--- src/hw/rtl/rdcw_pkg.sv ---
// Shared types, codes and helpers for the radio duty-cycle wakeup controller.
package rdcw_pkg;

  // Width of the tick time base; all time sums wrap at this width
  localparam int unsigned TIME_BITS = 16;
  localparam int unsigned CNT_BITS  = 8;
  localparam int unsigned ADDR_BITS = 5;
  localparam int unsigned DATA_BITS = 32;

  typedef logic [TIME_BITS-1:0] tstamp_t;
  typedef logic [CNT_BITS-1:0]  count_t;

  // Operating modes; the unused code behaves as stopped with the radio off
  typedef enum logic [1:0] {
    MODE_DUTY     = 2'd0,
    MODE_STOP_OFF = 2'd1,
    MODE_STOP_ON  = 2'd2,
    MODE_SPARE    = 2'd3
  } mode_e;

  // Phase codes as seen on the result channel
  typedef enum logic [1:0] {
    PH_SLEEP  = 2'd0,
    PH_WINDOW = 2'd1,
    PH_LISTEN = 2'd2,
    PH_SPARE  = 2'd3
  } phase_e;

  // Register indexes (byte address divided by four)
  typedef enum logic [2:0] {
    REG_MODE        = 3'd0,
    REG_CYCLE       = 3'd1,
    REG_WINDOW      = 3'd2,
    REG_LISTEN      = 3'd3,
    REG_CHECK       = 3'd4,
    REG_MAX_SILENCE = 3'd5,
    REG_MAX_IDLE    = 3'd6,
    REG_FAST_SLEEP  = 3'd7
  } reg_idx_e;

  // Register reset values
  localparam tstamp_t RST_CYCLE       = TIME_BITS'(4096);
  localparam tstamp_t RST_WINDOW      = TIME_BITS'(455);
  localparam tstamp_t RST_LISTEN      = TIME_BITS'(409);
  localparam tstamp_t RST_CHECK       = TIME_BITS'(20);
  localparam count_t  RST_MAX_SILENCE = CNT_BITS'(5);
  localparam count_t  RST_MAX_IDLE    = CNT_BITS'(10);
  localparam count_t  CNT_MAX         = '1;

  // One sampled tick
  typedef struct packed {
    logic chan_idle;
    logic rx_active;
    logic rx_pending;
    logic tx_busy;
    logic burst_rx;
  } in_t;

  // One result per tick
  typedef struct packed {
    logic       radio_enable;
    logic [1:0] phase;
    logic       activity_seen;
  } out_t;

  // Wrapping time compare: a lies before b
  function automatic logic is_before(tstamp_t a, tstamp_t b);
    tstamp_t d;
    d = a - b;
    return d[TIME_BITS-1];
  endfunction

endpackage

--- src/hw/rtl/radio_duty_cycle_wakeup.sv ---
// Radio duty-cycle wakeup controller: tick-by-tick channel sampling and listen control.
//
//  Channel   Handshake                 Payload                       Direction
//  in        in_valid_i / in_stall_o   in_data_i  (rdcw_pkg::in_t)   tick in
//  out       out_valid_o / out_stall_i out_data_o (rdcw_pkg::out_t)  result out
//  config    APB psel/penable/pwrite   paddr, pwdata, prdata         register access
//
// One tick is taken per clock; its result appears in the output register on the
// next cycle. The whole tick update is one pass of logic from the state registers.
// The input stalls only while a result sits in the output register and the
// output side stalls. Reset clears all state but the output data and loads register defaults.
module radio_duty_cycle_wakeup (
  input  logic                                 clk_i,
  input  logic                                 rst_ni,
  input  logic                                 in_valid_i,
  output logic                                 in_stall_o,
  input  rdcw_pkg::in_t                        in_data_i,
  output logic                                 out_valid_o,
  input  logic                                 out_stall_i,
  output rdcw_pkg::out_t                       out_data_o,
  input  logic                                 psel,
  input  logic                                 penable,
  input  logic                                 pwrite,
  input  logic [rdcw_pkg::ADDR_BITS-1:0]       paddr,
  input  logic [rdcw_pkg::DATA_BITS-1:0]       pwdata,
  output logic [rdcw_pkg::DATA_BITS-1:0]       prdata,
  output logic                                 pready
);
  import rdcw_pkg::*;

  // Configuration registers
  mode_e   mode_q;
  tstamp_t cycle_q, window_q, listen_q, check_q;
  count_t  max_sil_q, max_idle_q;
  logic    fast_q;

  // Controller state
  tstamp_t tick_q, ncs_q, ncs_d, ps_q, ps_d, nc_q, nc_d;
  phase_e  ph_q, ph_d;
  logic    rs_q, rs_d;
  count_t  sc_q, sc_d, pc_q, pc_d;
  logic    act_d;

  // Output register
  logic out_valid_q;
  out_t out_q;

  logic     in_xfer, cfg_wr;
  reg_idx_e cfg_idx;

  assign pready   = 1'b1;
  assign cfg_wr   = psel && penable && pwrite;
  assign cfg_idx  = reg_idx_e'(paddr[ADDR_BITS-1:2]);

  assign in_stall_o  = out_valid_q && out_stall_i;
  assign in_xfer     = in_valid_i && !in_stall_o;
  assign out_valid_o = out_valid_q;
  assign out_data_o  = out_q;

  // Register write
  always_ff @(posedge clk_i or negedge rst_ni) begin
    if (!rst_ni) begin
      mode_q     <= MODE_DUTY;
      cycle_q    <= RST_CYCLE;
      window_q   <= RST_WINDOW;
      listen_q   <= RST_LISTEN;
      check_q    <= RST_CHECK;
      max_sil_q  <= RST_MAX_SILENCE;
      max_idle_q <= RST_MAX_IDLE;
      fast_q     <= 1'b1;
    end else if (cfg_wr) begin
      unique case (cfg_idx)
        REG_MODE:        mode_q     <= mode_e'(pwdata[1:0]);
        REG_CYCLE:       cycle_q    <= pwdata[TIME_BITS-1:0];
        REG_WINDOW:      window_q   <= pwdata[TIME_BITS-1:0];
        REG_LISTEN:      listen_q   <= pwdata[TIME_BITS-1:0];
        REG_CHECK:       check_q    <= pwdata[TIME_BITS-1:0];
        REG_MAX_SILENCE: max_sil_q  <= pwdata[CNT_BITS-1:0];
        REG_MAX_IDLE:    max_idle_q <= pwdata[CNT_BITS-1:0];
        REG_FAST_SLEEP:  fast_q     <= pwdata[0];
      endcase
    end
  end

  // Register read
  always_comb begin
    unique case (cfg_idx)
      REG_MODE:        prdata = DATA_BITS'(mode_q);
      REG_CYCLE:       prdata = DATA_BITS'(cycle_q);
      REG_WINDOW:      prdata = DATA_BITS'(window_q);
      REG_LISTEN:      prdata = DATA_BITS'(listen_q);
      REG_CHECK:       prdata = DATA_BITS'(check_q);
      REG_MAX_SILENCE: prdata = DATA_BITS'(max_sil_q);
      REG_MAX_IDLE:    prdata = DATA_BITS'(max_idle_q);
      REG_FAST_SLEEP:  prdata = DATA_BITS'(fast_q);
    endcase
  end

  // Tick update: stopped modes, window sampling, cycle start and listen checks
  always_comb begin
    logic run_window, do_listen, finish, off, lim_ok, quiet, rx_any;
    ncs_d      = ncs_q;
    ps_d       = ps_q;
    nc_d       = nc_q;
    ph_d       = ph_q;
    rs_d       = rs_q;
    sc_d       = sc_q;
    pc_d       = pc_q;
    act_d      = 1'b0;
    run_window = 1'b0;
    do_listen  = 1'b0;
    finish     = 1'b0;
    off        = 1'b0;
    lim_ok     = 1'b0;
    rx_any     = in_data_i.rx_active || in_data_i.rx_pending;
    quiet      = !in_data_i.tx_busy && !in_data_i.burst_rx;

    if (mode_q != MODE_DUTY) begin
      // Stopped: force the radio and hold the cycle one period away
      rs_d  = (mode_q == MODE_STOP_ON);
      ph_d  = PH_SLEEP;
      sc_d  = '0;
      pc_d  = '0;
      ncs_d = tick_q + cycle_q;
    end else begin
      // Select the work for this tick
      unique case (ph_q)
        PH_WINDOW: run_window = 1'b1;
        PH_LISTEN: do_listen  = !is_before(tick_q, nc_q);
        default: begin
          if (!is_before(tick_q, ncs_q)) begin
            if (!quiet) begin
              ncs_d = ncs_q + cycle_q + window_q;
              ph_d  = PH_SLEEP;
            end else begin
              rs_d       = 1'b1;
              ps_d       = tick_q;
              ph_d       = PH_WINDOW;
              run_window = 1'b1;
            end
          end
        end
      endcase

      // Sample the channel inside the active window, else close the cycle
      if (run_window) begin
        if (is_before(tick_q, ps_d + window_q)) begin
          if (!in_data_i.chan_idle) begin
            act_d     = 1'b1;
            ph_d      = PH_LISTEN;
            ps_d      = tick_q;
            sc_d      = '0;
            pc_d      = '0;
            do_listen = 1'b1;
          end
        end else begin
          if (quiet) rs_d = 1'b0;
          ncs_d = ncs_q + cycle_q + window_q;
          ph_d  = PH_SLEEP;
        end
      end

      // Listen check: count silent and total periods, decide to stop
      if (do_listen) begin
        lim_ok = is_before(tick_q, ps_d + listen_q);
        if (in_data_i.tx_busy || !rs_d || !lim_ok) begin
          finish = 1'b1;
        end else begin
          if (in_data_i.rx_active || !in_data_i.chan_idle) begin
            sc_d = '0;
          end else if (sc_d != CNT_MAX) begin
            sc_d = sc_d + 1'b1;
          end
          if (pc_d != CNT_MAX) pc_d = pc_d + 1'b1;
          priority if (sc_d > max_sil_q) begin
            off    = 1'b1;
            finish = 1'b1;
          end else if (fast_q && pc_d > max_idle_q && !rx_any) begin
            off    = 1'b1;
            finish = 1'b1;
          end else if (in_data_i.rx_pending) begin
            finish = 1'b1;
          end else begin
            nc_d = tick_q + check_q;
          end
        end
        if (off && quiet) rs_d = 1'b0;
        if (finish) begin
          if (rs_d && (!rx_any || !lim_ok) && quiet) rs_d = 1'b0;
          ncs_d = ncs_q + cycle_q + window_q;
          ph_d  = PH_SLEEP;
        end
      end
    end
  end

  // Advance state on each tick transfer
  always_ff @(posedge clk_i or negedge rst_ni) begin
    if (!rst_ni) begin
      tick_q <= '0;
      ncs_q  <= '0;
      ps_q   <= '0;
      nc_q   <= '0;
      ph_q   <= PH_SLEEP;
      rs_q   <= 1'b0;
      sc_q   <= '0;
      pc_q   <= '0;
    end else if (in_xfer) begin
      tick_q <= tick_q + 1'b1;
      ncs_q  <= ncs_d;
      ps_q   <= ps_d;
      nc_q   <= nc_d;
      ph_q   <= ph_d;
      rs_q   <= rs_d;
      sc_q   <= sc_d;
      pc_q   <= pc_d;
    end
  end

  // Hold the result until the output side takes it
  always_ff @(posedge clk_i or negedge rst_ni) begin
    if (!rst_ni) begin
      out_valid_q <= 1'b0;
    end else if (in_xfer) begin
      out_valid_q <= 1'b1;
    end else if (!out_stall_i) begin
      out_valid_q <= 1'b0;
    end
  end

  always_ff @(posedge clk_i) begin
    if (in_xfer) begin
      out_q.radio_enable  <= rs_d;
      out_q.phase         <= ph_d;
      out_q.activity_seen <= act_d;
    end
  end

  // Activity always moves the controller out of the active window
  assert property (@(posedge clk_i) disable iff (!rst_ni)
    (out_valid_q && out_q.activity_seen) |-> (out_q.phase != PH_WINDOW))
    else $error("activity reported inside the active window");

  // Stopped modes give a sleeping phase and the forced radio state
  assert property (@(posedge clk_i) disable iff (!rst_ni)
    (in_xfer && mode_q != MODE_DUTY) |=>
      (out_q.phase == PH_SLEEP && out_q.radio_enable == $past(mode_q == MODE_STOP_ON)))
    else $error("stopped mode result wrong");

  // Tick time advances by one per transfer and holds otherwise
  assert property (@(posedge clk_i) disable iff (!rst_ni)
    in_xfer |=> (tick_q == tstamp_t'($past(tick_q) + 1'b1)))
    else $error("tick time did not advance");

  assert property (@(posedge clk_i) disable iff (!rst_ni)
    !in_xfer |=> $stable(tick_q))
    else $error("tick time moved without a transfer");

  // A held result is never overwritten
  assert property (@(posedge clk_i) disable iff (!rst_ni)
    (out_valid_q && out_stall_i) |=> (out_valid_q && $stable(out_q)))
    else $error("stalled result lost");

endmodule
--- config.mk ---
export PLATFORM = sky130hd
export DESIGN_NAME = radio_duty_cycle_wakeup
export DESIGN_NICKNAME = d
export VERILOG_FILES = /design/src/hw/rtl/rdcw_pkg.sv /design/src/hw/rtl/radio_duty_cycle_wakeup.sv
export SDC_FILE = /design/constraint.sdc
export NUM_CORES = 1
export LEC_CHECK = 0
export BUFFER_PORTS_ARGS = -buffer_cell sky130_fd_sc_hd__buf_4
export CORE_UTILIZATION = 55
export DETAILED_ROUTE_END_ITERATION = 7
export PLACE_DENSITY = 0.79
export SYNTH_ARGS = -nofsm -noshare
export SYNTH_HDL_FRONTEND = slang
export SYNTH_SLANG_ARGS = --single-unit
--- constraint.sdc ---
create_clock -name clk_i -period 12.5 [get_ports clk_i]
set_input_delay 0.625 -clock clk_i [delete_from_list [all_inputs] [get_ports clk_i]]
set_output_delay 0.625 -clock clk_i [all_outputs]
set_load 0.05 [all_outputs]
==> flow_summary.yaml <==
outcome:
  outcome: "finished clean"
routing:
  num_vias: 10775
  post-route-drc-count: 0
  detailedRoute.firstPassIterationCount: 7
  wirelength_per_cell_microns: 19.8
  via_to_cell_ratio: 6.13
  drt_wl_total_microns: 34800
  number_of_nets_with_antenna_violations_after_detailed_routing: 0
  drt-initial-drc-count: 953
timing:
  layout_worst_path_cycle_share_pct: 82.4
  min_period_ns: 10.31
  timing.slew.headroom_pct: 26.8
  finalHoldViolCount: 0
  grt_setup_unrepaired: "false"
  setup_violations: 0
  worst_clock_skew_ns: 0.0139
  report.final.slew_viol_count: 0
  slew_at_the_pin_closest_to_its_max_slew_limit_ns: 1.10
  max_freq_mhz: 97.0
  fin_tns_setup_ns: 0
yosys:
  synthArstFlopShare_pct: 97.7
  syn-instance-count: 1391
  primary_ff_master_synth: "sky130_fd_sc_hd__dfrtp_1"
  synth_cell_type_count: 82
  seq_area_frac_synth_pct: 32.6
  syn_area_per_cell_sq_um: 9.53
  yosys_warnings: 0
  mappedNetlistArea_sq_um: 13300
  ys_seq_elements: 171
  synth_edf_count: 4
place:
  port_buffers: 52
  place_congestion: 0.894
  post-dp-hpwl_microns: 26300
  dpl.cell_count: 1727
worst_hold_path:
  holdCritPathClass: "input pin to async pin"
die:
  core_sq_um: 23500
  core.rowCount: 56
  initial_core_util_pct: 56.3
  floorplan.die.height_microns: 157
  io_pins: 88
  die-width_microns: 157
  dieArea_sq_um: 24700
final_layout:
  area_growth_syn_to_layout_pct: 8.86
  multi_input_area_sq_um: 8190
  drive_above_1_share_pct: 13.8
  final_nets: 1644
  ff_latch_area_sq_um: 4320
  fillers: 1932
  antenna_cells_inserted: 0
  instances_no_fill: 1759
worst_setup_path:
  critical-path-slowest-cell: "sky130_fd_sc_hd__nor3b_4"
  cpPeakStageDelay_ns: 0.66
  arrival_ns: 10.63
  worst-endpoint-required_ns: 12.82
  critPathMaxFanout: 18
  r2r_setup_slack_ns: 2.19
  regToRegStartpoint: "tick_q[2]"
  timing.critical_path.from_type: "flip-flop"
  worstReg2RegEnd: "nc_q[7]"
  ff2ff_path_depth: 32
  crit_path_kind: "flip-flop to flip-flop"
  element_type_at_the_critical_path_end: "flip-flop"
clocking:
  cts.htree.levels: 4
  cts-root-to-sink-buffers: 2
  cts_resized: 0
  post-cts-setup-buffer-count: 0
  clock_tree_from_tritoncts: "done"
  cts-buffers-inserted: 17
  clk_pin_slew_worst_paths_ns: 0.07
  cts_sinks: 171
  clkLatencyLatePin_ns: 0.44
  cts_hold_buf: 0
  clockRootBuffer: "sky130_fd_sc_hd__clkbuf_16"
global_routing:
  vias_in_the_first_global_route: 10590
  grt_first_pass_wirelength_microns: 55900
  globalRoute.totalOverflow: 0
  largest_net_degree_at_the_start_of_global_routing: 103
  initial_antenna_violation_count: 0
  gr-usage-all-layers_pct: 29.7
job:
  max_cap_violations: 0
pwr:
  p_leak_uw: 0.00689
  power_per_standard_cell_area_nw_per_um2: 217
  worst_ir_drop_vdd_v: 0.000119
## synth_stat cells, types with 11 or more instances
library cell	n	area share, %
sky130_fd_sc_hd__mux2i_1	40	3.0
sky130_fd_sc_hd__dfstp_2	19	3.8
sky130_fd_sc_hd__inv_1	126	3.6
sky130_fd_sc_hd__xnor2_1	51	3.4
sky130_fd_sc_hd__or3_1	11	0.52
sky130_fd_sc_hd__nor2b_1	14	0.66
sky130_fd_sc_hd__nor3_1	26	0.98
sky130_fd_sc_hd__fa_1	40	6.0
sky130_fd_sc_hd__nand3_1	25	0.94
sky130_fd_sc_hd__a21o_1	23	1.3
sky130_fd_sc_hd__xor2_1	28	1.8
sky130_fd_sc_hd__dfrtp_1	148	28
sky130_fd_sc_hd__buf_4	18	1.0
sky130_fd_sc_hd__a22oi_1	16	0.91
sky130_fd_sc_hd__mux2_2	63	5.4
sky130_fd_sc_hd__a21oi_1	67	2.5
sky130_fd_sc_hd__nand2b_1	17	0.80
sky130_fd_sc_hd__clkbuf_1	30	0.85
sky130_fd_sc_hd__o21ai_0	88	3.3
sky130_fd_sc_hd__nand2_1	109	3.1
sky130_fd_sc_hd__nand4_1	13	0.61
sky130_fd_sc_hd__ha_1	128	12
sky130_fd_sc_hd__nor2_1	103	2.9
sky130_fd_sc_hd__o22ai_1	13	0.61
## metrics by stage
step,utilization [%],total power (uW),hold slack (ns),area [sq um],setup WS (ns)
5_1_grt,61.3,3380,0.376,14400,1.70
3_5_place_dp,58.8,2560,0.473,13900,2.37
3_3_place_gp,58.8,2480,0.461,13900,2.53
2_1_floorplan,-,2150,0.329,13300,3.83
6_report,61.3,3130,0.271,14400,2.19
4_1_cts,61.3,3110,0.340,14400,2.31
## critical path: cells and delay by family, from the launching register on
family / cells / cell delay [ns]
XOR/XNOR: 2 / 0.35
flip-flops: 1 / 0.58
AND/OR/NAND/NOR: 6 / 2.05
adder cells (fa/ha/maj): 5 / 1.93
buffers and inverters: 2 / 0.40
AO/OA/AOI/OAI: 14 / 3.75
multiplexers: 3 / 1.10
## layout make-up
class | instances | share of cell area [%]
Inverter | 126 | 3.28
Clock inverter | 10 | 0.728
Clock buffer | 22 | 3.29
Tap cell | 319 | 2.77
Multi-Input combinational cell | 1049 | 56.7
Timing Repair Buffer | 62 | 3.25
Sequential cell | 171 | 30.0
## how the worst max path moves through the flow
stage	from	to	slack (ns)
after floorplan	tick_q[6]	ncs_q[12]	3.83
after global placement	tick_q[1]	nc_q[0]	2.53
after detailed placement	tick_q[6]	nc_q[0]	2.37
after CTS	tick_q[6]	nc_q[7]	2.31
after global routing	tick_q[6]	nc_q[14]	1.70
final	tick_q[2]	nc_q[7]	2.19
## where the power goes
group          switching, uW  total, uW  internal [uW]
sequential               169        873            704
clock                    241        537            296
combinational            982       1720            739
## cell families after synthesis
group,after synthesis,share of synthesized area (%)
simple gates,356,12.6
compound gates,319,16.3
buf+inv,186,6.06
flops,171,32.6
fa+ha+maj,168,18.1
mux,110,8.99
xor+xnor,79,5.22
other cells,2,0.0567
## layer usage
layer  vias to the layer above  GRT usage [%]  wire length, microns
met5                         -              0                     0
met1                      5245           39.3                 14500
li1                       4963              -                     -
met2                       491           48.3                 16500
met3                        76           5.15                  2820
met4                         0           12.2                  1070
## flip-flops by register name (all words and copies together), names as in the netlist, 8 cells and up
register and cells:
max_idle_q 8, check_q 16, nc_q 16, window_q 16, pc_q 8, cycle_q 16, listen_q 16, tick_q 16
ncs_q 16, max_sil_q 8, sc_q 8, ps_q 16
## layout by cell type (no fill, tap or decap), drive strengths merged, types with 23 or more instances in the layout
cell / n
a21o: 23
a21oi: 70
buf: 62
dfrtp: 148
fa: 40
ha: 128
inv: 131
mux2: 69
mux2i: 41
nand2: 109
nand3: 25
nor2: 103
nor3: 26
o21ai: 94
xnor2: 51
xor2: 28
Power figures use the tool's default switching activity.
